$ cat src/hkv_pkg.sv
// Shared types and constants of the hash key-value map.
// Depends on nothing; every other file of the block but hkv_ram imports it.
`timescale 1ns / 1ps

package hkv_pkg;

    // Field widths fixed by the request and result formats.
    localparam int KEY_W   = 64;
    localparam int VALUE_W = 64;

    // Depth of the request queue between front and back.
    localparam int QUEUE_DEPTH = 2;
    localparam int QUEUE_PTR_W = 1;
    localparam int QUEUE_CNT_W = 2;

    typedef enum logic [1:0] {
        OP_INSERT = 2'd0,
        OP_LOOKUP = 2'd1,
        OP_DELETE = 2'd2,
        OP_SWAP   = 2'd3
    } op_t;

    typedef enum logic [1:0] {
        ST_OK        = 2'd0,
        ST_NOT_FOUND = 2'd1,
        ST_FULL      = 2'd2
    } status_t;

    typedef enum logic [2:0] {
        S_CLEAR,
        S_IDLE,
        S_EVAL_A,
        S_EVAL_B,
        S_WRITE_A
    } state_t;

    typedef struct packed {
        op_t                op;
        logic [KEY_W-1:0]   key;
        logic [KEY_W-1:0]   second_key;
        logic [VALUE_W-1:0] new_value;
    } item_t;

endpackage

$ cat src/hkv_req_if.sv
// Request and result channel interfaces of the hash key-value map.
// Depends on hkv_pkg.
`timescale 1ns / 1ps

interface hkv_req_if;
    import hkv_pkg::*;

    logic               valid;
    logic               ready;
    op_t                op;
    logic [KEY_W-1:0]   key;
    logic [KEY_W-1:0]   second_key;
    logic [VALUE_W-1:0] new_value;

    modport source (output valid, op, key, second_key, new_value, input ready);
    modport sink   (input valid, op, key, second_key, new_value, output ready);
endinterface


$ cat src/hkv_front.sv
// Front part: accepts request items into a short queue and derives set indexes.
// Depends on hkv_pkg and hkv_req_if.
`timescale 1ns / 1ps

module hkv_front #(
    parameter int SET_W = 8
) (
    input  logic                clk,
    input  logic                rst_n,
    hkv_req_if.sink             req,
    input  logic                pop,
    output logic                head_valid,
    output hkv_pkg::item_t      head_item,
    output logic [SET_W-1:0]    head_set_a,
    output logic [SET_W-1:0]    head_set_b
);
    import hkv_pkg::*;

    item_t                  entry_reg [QUEUE_DEPTH];
    logic [QUEUE_PTR_W-1:0] wr_ptr_reg, wr_ptr_next;
    logic [QUEUE_PTR_W-1:0] rd_ptr_reg, rd_ptr_next;
    logic [QUEUE_CNT_W-1:0] count_reg, count_next;
    logic                   push;
    item_t                  in_item;

    assign req.ready = (count_reg != QUEUE_CNT_W'(QUEUE_DEPTH));
    assign push      = req.valid && req.ready;

    assign in_item.op         = req.op;
    assign in_item.key        = req.key;
    assign in_item.second_key = req.second_key;
    assign in_item.new_value  = req.new_value;

    // Pointer and fill count update.
    always_comb
    begin
        wr_ptr_next = push ? wr_ptr_reg + 1'b1 : wr_ptr_reg;
        rd_ptr_next = pop ? rd_ptr_reg + 1'b1 : rd_ptr_reg;
        count_next  = count_reg;
        if (push && !pop)
        begin
            count_next = count_reg + 1'b1;
        end
        else if (pop && !push)
        begin
            count_next = count_reg - 1'b1;
        end
    end

    always_ff @(posedge clk or negedge rst_n)
    begin
        if (!rst_n)
        begin
            wr_ptr_reg <= '0;
            rd_ptr_reg <= '0;
            count_reg  <= '0;
        end
        else
        begin
            wr_ptr_reg <= wr_ptr_next;
            rd_ptr_reg <= rd_ptr_next;
            count_reg  <= count_next;
        end
    end

    // Queue storage needs no reset.
    always_ff @(posedge clk)
    begin
        if (push)
        begin
            entry_reg[wr_ptr_reg] <= in_item;
        end
    end

    // The set of a key is its low bits.
    assign head_valid = (count_reg != '0);
    assign head_item  = entry_reg[rd_ptr_reg];
    assign head_set_a = head_item.key[SET_W-1:0];
    assign head_set_b = head_item.second_key[SET_W-1:0];
endmodule

$ cat src/flat_wrapper.sv
// flat-port wrapper written by rule: the top's interface ports become plain ports
module hkv_front_flat import hkv_pkg::*;
#(
    parameter int SET_W = 8
)
  (clk, rst_n, pop, head_valid, head_item, head_set_a, head_set_b, req_valid, req_op, req_key, req_second_key, req_new_value, req_ready);
  hkv_req_if req_i ();
  input  logic clk;
  input  logic rst_n;
  input  logic pop;
  output logic head_valid;
  output hkv_pkg::item_t head_item;
  output logic [SET_W-1:0] head_set_a;
  output logic [SET_W-1:0] head_set_b;
  input wire logic [$bits(req_i.valid)-1:0] req_valid;
  input wire logic [$bits(req_i.op)-1:0] req_op;
  input wire logic [$bits(req_i.key)-1:0] req_key;
  input wire logic [$bits(req_i.second_key)-1:0] req_second_key;
  input wire logic [$bits(req_i.new_value)-1:0] req_new_value;
  output wire logic [$bits(req_i.ready)-1:0] req_ready;
  assign req_i.valid = req_valid;
  assign req_i.op = req_op;
  assign req_i.key = req_key;
  assign req_i.second_key = req_second_key;
  assign req_i.new_value = req_new_value;
  assign req_ready = req_i.ready;
  hkv_front #(.SET_W(SET_W)) u_core (.clk(clk), .rst_n(rst_n), .req(req_i), .pop(pop), .head_valid(head_valid), .head_item(head_item), .head_set_a(head_set_a), .head_set_b(head_set_b));
endmodule
$ cat config.mk
export PLATFORM = sky130hd
export DESIGN_NAME = hkv_front_flat
export DESIGN_NICKNAME = d
export VERILOG_FILES = /design/src/hkv_pkg.sv /design/src/hkv_req_if.sv /design/src/hkv_front.sv /design/src/flat_wrapper.sv
export SDC_FILE = /design/constraint.sdc
export NUM_CORES = 1
export LEC_CHECK = 0
export BUFFER_PORTS_ARGS = -buffer_cell sky130_fd_sc_hd__buf_2
export CORE_ASPECT_RATIO = 1.75
export CORE_UTILIZATION = 45
export DETAILED_ROUTE_END_ITERATION = 7
export GPL_TIMING_DRIVEN = 0
export PLACE_DENSITY = 0.73
export SYNTH_ARGS = -nofsm -noshare
export SYNTH_HDL_FRONTEND = slang
export SYNTH_SLANG_ARGS = --single-unit
$ cat constraint.sdc
create_clock -name clk -period 13.35 [get_ports clk]
set_clock_uncertainty 0.2 [all_clocks]
set_input_delay 2.67 -clock clk [delete_from_list [all_inputs] [get_ports clk]]
set_output_delay 2.67 -clock clk [all_outputs]
set_load 0.02 [all_outputs]
Yosys cells after proc, flatten, opt, wreduce, memory -nomap -nowiden
Memory sizes are Yosys's and may differ from the RTL's.
Cells that the tools add are included.
- logic and storage cells: 20
- memory bits (writable): 388
- register bits: 4
- memories: 1
- output and inout bits: 212
- bits of input ports: 198
- equal/unequal tests: 1
- add/subtract/negate cells: 4
- muxes and demuxes: 4
- reduce and logical (&&, ||, !) cells: 7
- memories (name ; words ; bits a word ; read ports ; clocked after Yosys merged registers in ; wr ports ; RTL line ; RTL):
    u_core.entry_reg ; 2 ; 194 ; 1 ; 0 ; 1 ; hkv_front.sv:19 ; item_t entry_reg [QUEUE_DEPTH];
- operator list (operator ; number):
    2-bit two-way mux ; 2
    2-bit nonzero test ; 2
    1-bit logical AND ; 3
    1-bit adder, second input constant ; 2
    2-bit by 1-bit adder with 2-bit output, second input constant ; 1
    1-bit logical NOT ; 2
    1-bit two-way mux ; 2
    2-bit != test, second input constant ; 1
    2-bit by 1-bit subtractor with 2-bit output, second input constant ; 1

Depth between registers and ports, before layout
- depth in word-level cells: 6
- depth in mapped cells: 7

Least setup slack after synthesis
OpenSTA, ideal clock, no wires.
- path kind: input-to-reg
- start: in req_valid
- end: mem u_core.entry_reg[0][0] (netlist name), enable pin
- setup slack: 1.589 ns
- path buffers: 0
- data arrival time: 10.810 ns
- setup time: 0.751 ns
- stages on the path: 2
- cells stage by stage: nand2_1 > nor2_1
- cells in the longest elaborated chain, start to end: 3
- RTL lines (what ; RTL line ; RTL):
    start: declaration ; flat_wrapper.sv:15 ; input wire logic [$bits(req_i.valid)-1:0] req_valid;
    1-bit logical AND ; hkv_front.sv:27 ; assign push = req.valid && req.ready;
    1-bit two-way mux ; hkv_front.sv:69 ; if (push)
    1-bit two-way mux (implied by the code) ; hkv_front.sv:71 ; entry_reg[wr_ptr_reg] <= in_item;
    end: declaration ; hkv_front.sv:19 ;
Every way passes these cells.

Worst setup path in the final report
- start: reg u_core.rd_ptr_reg
- end: out head_set_b[4]
- cells in the longest elaborated chain, start to end: 1
- RTL lines (what ; RTL line ; RTL):
    start: declaration ; hkv_front.sv:21 ; logic [QUEUE_PTR_W-1:0] rd_ptr_reg, rd_ptr_next;
    start signal: assignment ; hkv_front.sv:61 ; rd_ptr_reg <= rd_ptr_next;
    memory 2 x 194 bit ; - ;
    end: declaration ; flat_wrapper.sv:14 ; output logic [SET_W-1:0] head_set_b;
Every way passes these cells.

==> flow_summary.html <==
<table>
<tr><th>Metric</th><th>Value</th></tr>
<tr><th colspan="2">Outcome</th></tr>
<tr><td>Outcome</td><td>finished, final reports clean</td></tr>
<tr><th colspan="2">Power and ir drop</th></tr>
<tr><td>Switching portion of total power</td><td>0.3287</td></tr>
<tr><td>Clock network power share</td><td>0.216</td></tr>
<tr><td>Post-layout power</td><td>4382 µW</td></tr>
<tr><td>Worst voltage drop across the vdd grid</td><td>186.9 µV</td></tr>
<tr><td>Fraction of power consumed by combinational cells</td><td>0.386</td></tr>
<tr><td>Switching power total</td><td>roughly 1400 µW</td></tr>
<tr><td>Internal power summed over all cells</td><td>just under 3000 µW</td></tr>
<tr><td>Portion of total power attributed to sequential cells</td><td>0.398</td></tr>
<tr><td>Cell leakage power</td><td>0.007520 µW</td></tr>
<tr><td>Total power per unit cell area</td><td>around 230 nW/µm²</td></tr>
<tr><th colspan="2">Worst setup path</th></tr>
<tr><td>Critical Path Most Common Cell</td><td>buf_6</td></tr>
<tr><td>Longest individual stage delay on the worst path</td><td>about 0.34 ns</td></tr>
<tr><td>Critical Setup Path Class</td><td>reg2out</td></tr>
<tr><td>CP bufs+invs</td><td>5</td></tr>
<tr><td>Critical path, cell by cell</td><td>buf_6, buf_6, buf_6, mux2_4, buf_4, buf_2</td></tr>
<tr><td>Startpoint kind of the worst setup timing path</td><td>register</td></tr>
<tr><td>Max stage delay cell, worst path</td><td>dfrtp_1</td></tr>
<tr><td>Critical-path maximum fanout</td><td>10</td></tr>
<tr><td>Worst setup slack for register-to-register paths</td><td>~11 ns</td></tr>
<tr><td>Delay-heaviest family, CP</td><td>buffers and inverters</td></tr>
<tr><td>Worst EP arrival</td><td>a little over 2 ns</td></tr>
<tr><td>Kind of end point of the critical path</td><td>primary output</td></tr>
<tr><td>Required time of the critical path</td><td>around 10 ns</td></tr>
<tr><th colspan="2">Clock network</th></tr>
<tr><td>Number of levels in the clock H-tree</td><td>2</td></tr>
<tr><td>Clock buffers created by TritonCTS</td><td>35</td></tr>
<tr><td>Clock root buffer</td><td>clkbuf_16</td></tr>
<tr><td>Post-CTS clock slew at the launch and capture registers of the worst setup and hold paths</td><td>0.07 ns</td></tr>
<tr><td>Deepest clock path buffer count</td><td>3</td></tr>
<tr><td>Cts hold-fix bufs</td><td>0</td></tr>
<tr><td>Post-CTS resize count</td><td>0</td></tr>
<tr><td>TritonCTS clock tree</td><td>built</td></tr>
<tr><td>Worst-Skew Late Latency</td><td>0.51 ns</td></tr>
<tr><td>Clock Sinks</td><td>392</td></tr>
<tr><td>Number of buffers inserted to repair setup after CTS</td><td>0</td></tr>
<tr><th colspan="2">STA</th></tr>
<tr><td>Final hold violations</td><td>0</td></tr>
<tr><td>Final min period</td><td>4.891 ns</td></tr>
<tr><td>Worst relative slew slack</td><td>0.5189</td></tr>
<tr><td>Minimum hold slack</td><td>0.3045 ns</td></tr>
<tr><td>Final number of setup-violating endpoints</td><td>0</td></tr>
<tr><td>Setup TNS</td><td>0 ns</td></tr>
<tr><td>Measured slew at the worst slew-check pin</td><td>0.7200 ns</td></tr>
<tr><td>Number of max-slew violations in the final report</td><td>0</td></tr>
<tr><td>Final worst-path cycle share</td><td>0.3664</td></tr>
<tr><td>Fmax</td><td>roughly 0.20 GHz</td></tr>
<tr><td>Unrepaired setup endpoints after global routing</td><td>false</td></tr>
<tr><th colspan="2">Final layout</th></tr>
<tr><td>Layout Area Growth over Synthesis</td><td>25.79%</td></tr>
<tr><td>Fraction of final layout cells sized beyond drive strength 1</td><td>0.6288</td></tr>
<tr><td>Leading cell type in the layout, fill and taps excluded</td><td>buf_2</td></tr>
<tr><td>Final standard cell area without fillers</td><td>around 19000 µm²</td></tr>
<tr><td>Number of flip-flops in the largest register</td><td>slightly below 400</td></tr>
<tr><td>Most frequent cells in the layout</td><td>buf_2, edfxtp_1, mux2_4, mux2_2, clkbuf_16</td></tr>
<tr><td>Final core area utilization</td><td>0.5791</td></tr>
<tr><td>Final net count</td><td>roughly 1300</td></tr>
<tr><th colspan="2">Placement</th></tr>
<tr><td>Gp weighted congestion</td><td>approximately 0.77</td></tr>
<tr><td>Buffers on Ports</td><td>between 400 and 500</td></tr>
<tr><td>Half-perimeter wire length of the detailed placement result</td><td>~22000 µm</td></tr>
<tr><td>Area after detailed placement</td><td>17690 µm²</td></tr>
<tr><th colspan="2">Detailed routing</th></tr>
<tr><td>Final routed wirelength across all metal layers</td><td>~30000 µm</td></tr>
<tr><td>Iteration-0 DRC Markers</td><td>around 310</td></tr>
<tr><td>Via-to-Cell Ratio</td><td>4.880</td></tr>
<tr><td>Antenna-violating nets left</td><td>0</td></tr>
<tr><td>Total iterations of the first detailed-routing run</td><td>4</td></tr>
<tr><td>Number of remaining DRC errors</td><td>0</td></tr>
<tr><td>Routed wire per std cell</td><td>19.91 µm</td></tr>
<tr><td>Vias after detailed routing</td><td>7456</td></tr>
<tr><th colspan="2">Synthesis</th></tr>
<tr><td>Instance count of the mapped netlist</td><td>approximately 640</td></tr>
<tr><td>Synth Area in Compound Gates</td><td>0</td></tr>
<tr><td>Fraction of synthesized area in multiplexers</td><td>0.1840</td></tr>
<tr><td>Fraction of the mapped netlist area in adder cells</td><td>0.0008377</td></tr>
<tr><td>Synthesized net count</td><td>837</td></tr>
<tr><td>Mapped Area</td><td>approximately 15000 µm²</td></tr>
<tr><td>Synth Area in Simple Gates</td><td>0.002011</td></tr>
<tr><td>Flip-flop and latch count after synthesis</td><td>between 300 and 400</td></tr>
<tr><td>Dominant combinational cell family by area after synthesis</td><td>multiplexers</td></tr>
<tr><td>XOR/XNOR Fraction of Synth Area</td><td>0.002932</td></tr>
<tr><td>Avg Inst Size Synth</td><td>between 20 and 25 µm²</td></tr>
<tr><td>Synth cell types</td><td>16</td></tr>
<tr><td>Number of warnings reported in the yosys synthesis log</td><td>0</td></tr>
<tr><td>Sequential fraction of the synthesis area</td><td>0.7868</td></tr>
<tr><th colspan="2">Floorplan</th></tr>
<tr><td>IO Pins</td><td>410</td></tr>
<tr><td>Total number of placement rows</td><td>87</td></tr>
<tr><td>Initial standard-cell utilization of the core</td><td>0.4604</td></tr>
<tr><td>Height of the chip</td><td>243.0 µm</td></tr>
<tr><td>Die Footprint</td><td>between 30000 and 40000 µm²</td></tr>
<tr><td>Core Region</td><td>around 32000 µm²</td></tr>
<tr><td>X dimension of the die</td><td>139.7 µm</td></tr>
<tr><th colspan="2">Global routing</th></tr>
<tr><td>Maximum number of pins on one net before global-route repair</td><td>60</td></tr>
<tr><td>Via count of the first global-routing pass</td><td>7882</td></tr>
<tr><td>Initial antenna violation count</td><td>11</td></tr>
<tr><td>Total routing usage reported by global routing</td><td>0.1758</td></tr>
<tr><td>Total grt overflow</td><td>0</td></tr>
<tr><td>Wire length of the first global-routing pass</td><td>~44000 µm</td></tr>
<tr><th colspan="2">Run</th></tr>
<tr><td>Max-cap check violation count</td><td>0</td></tr>
<tr><th colspan="2">Hold path</th></tr>
<tr><td>Min-Delay Path Class</td><td>reg2reg</td></tr>
</table>
==> kinds of logic (layout without fill, tap and decap cells) <==
kind of cell / after synthesis / count (layout)
flops: 392 / 392
mux: 194 / 194
buf+inv: 40 / 520
simple gates: 6 / 6
xor+xnor: 5 / 5
fa+ha+maj: 1 / 1
other cells: 0 / 10
==> final cells by class <==
class | count | area [µm²]
antenna | 10 | 25.02
buffer | 38 | 342.8
clock buffer | 44 | 952.2
clock inverter | 18 | 118.9
fill | 2476 | 13650
inverter | 2 | 7.507
multi-input combinational | 206 | 2846
sequential | 392 | 11750
tap | 400 | 500.5
timing repair buffer | 418 | 2242
==> metrics by stage <==
stage,cells,setup WS (ns)
3_5_place_dp,1456,8.544
5_1_grt,1528,8.381
4_1_cts,1518,8.407
2_1_floorplan,638,1.589
3_3_place_gp,1447,-2.805
6_report,1528,8.459
==> cells in the mapped netlist (all sizes together) <==
library cell	instances	area [µm²]
edfxtp	388	11650
xnor2	2	17.52
nor2	2	7.510
xor2	3	26.28
nand2	1	3.750
buf	38	342.8
and3	1	6.260
inv	2	7.510
dfrtp	4	100.1
or2	1	6.260
ha	1	12.51
mux2	194	2748
nand2b	1	6.260
==> worst reg2reg max path, delay by kind of cell, from the launching register on <==
kind | cells | cell delay (ns)
buffers and inverters | 3 | 0.80
DFF | 1 | 0.41
and+or+nand+nor | 3 | 0.92
==> per-layer routing <==
| layer | vias up | global-route usage | wire [µm] |
|---|---|---|---|
| li1 | 3432 | - | - |
| met1 | 3686 | 0.1771 | 10470 |
| met2 | 270 | 0.3254 | 17030 |
| met3 | 68 | 0.03590 | 1596 |
| met4 | 0 | 0.1115 | 1318 |
| met5 | - | 0 | 0 |
==> path summary, 6_finish.rpt <==
| path | cells past startpoint | to | startpoint |
|---|---|---|---|
| max reg2reg | 6 | u_core.entry_reg[0][28] | u_core.count_reg[0] |
| min | 1 | u_core.count_reg[1] | u_core.count_reg[1] |
| min reg2reg | 1 | u_core.count_reg[1] | u_core.count_reg[1] |
| max in group asynchronous | 1 | u_core.wr_ptr_reg | rst_n |
| min in group asynchronous | 1 | u_core.count_reg[0] | rst_n |
| max | 6 | head_set_b[4] | u_core.rd_ptr_reg |
==> power by group through the flow <==
stage | clock network, µW | logic [µW] | registers (µW)
3_3_place_gp | 0 | 1650 | 1880
3_5_place_dp | 0 | 1710 | 1770
2_1_floorplan | 0 | 1190 | 1830
5_1_grt | 1010 | 1780 | 1760
6_report | 946 | 1690 | 1740
4_1_cts | 970 | 1720 | 1750
(Power assumes the default switching activity.)
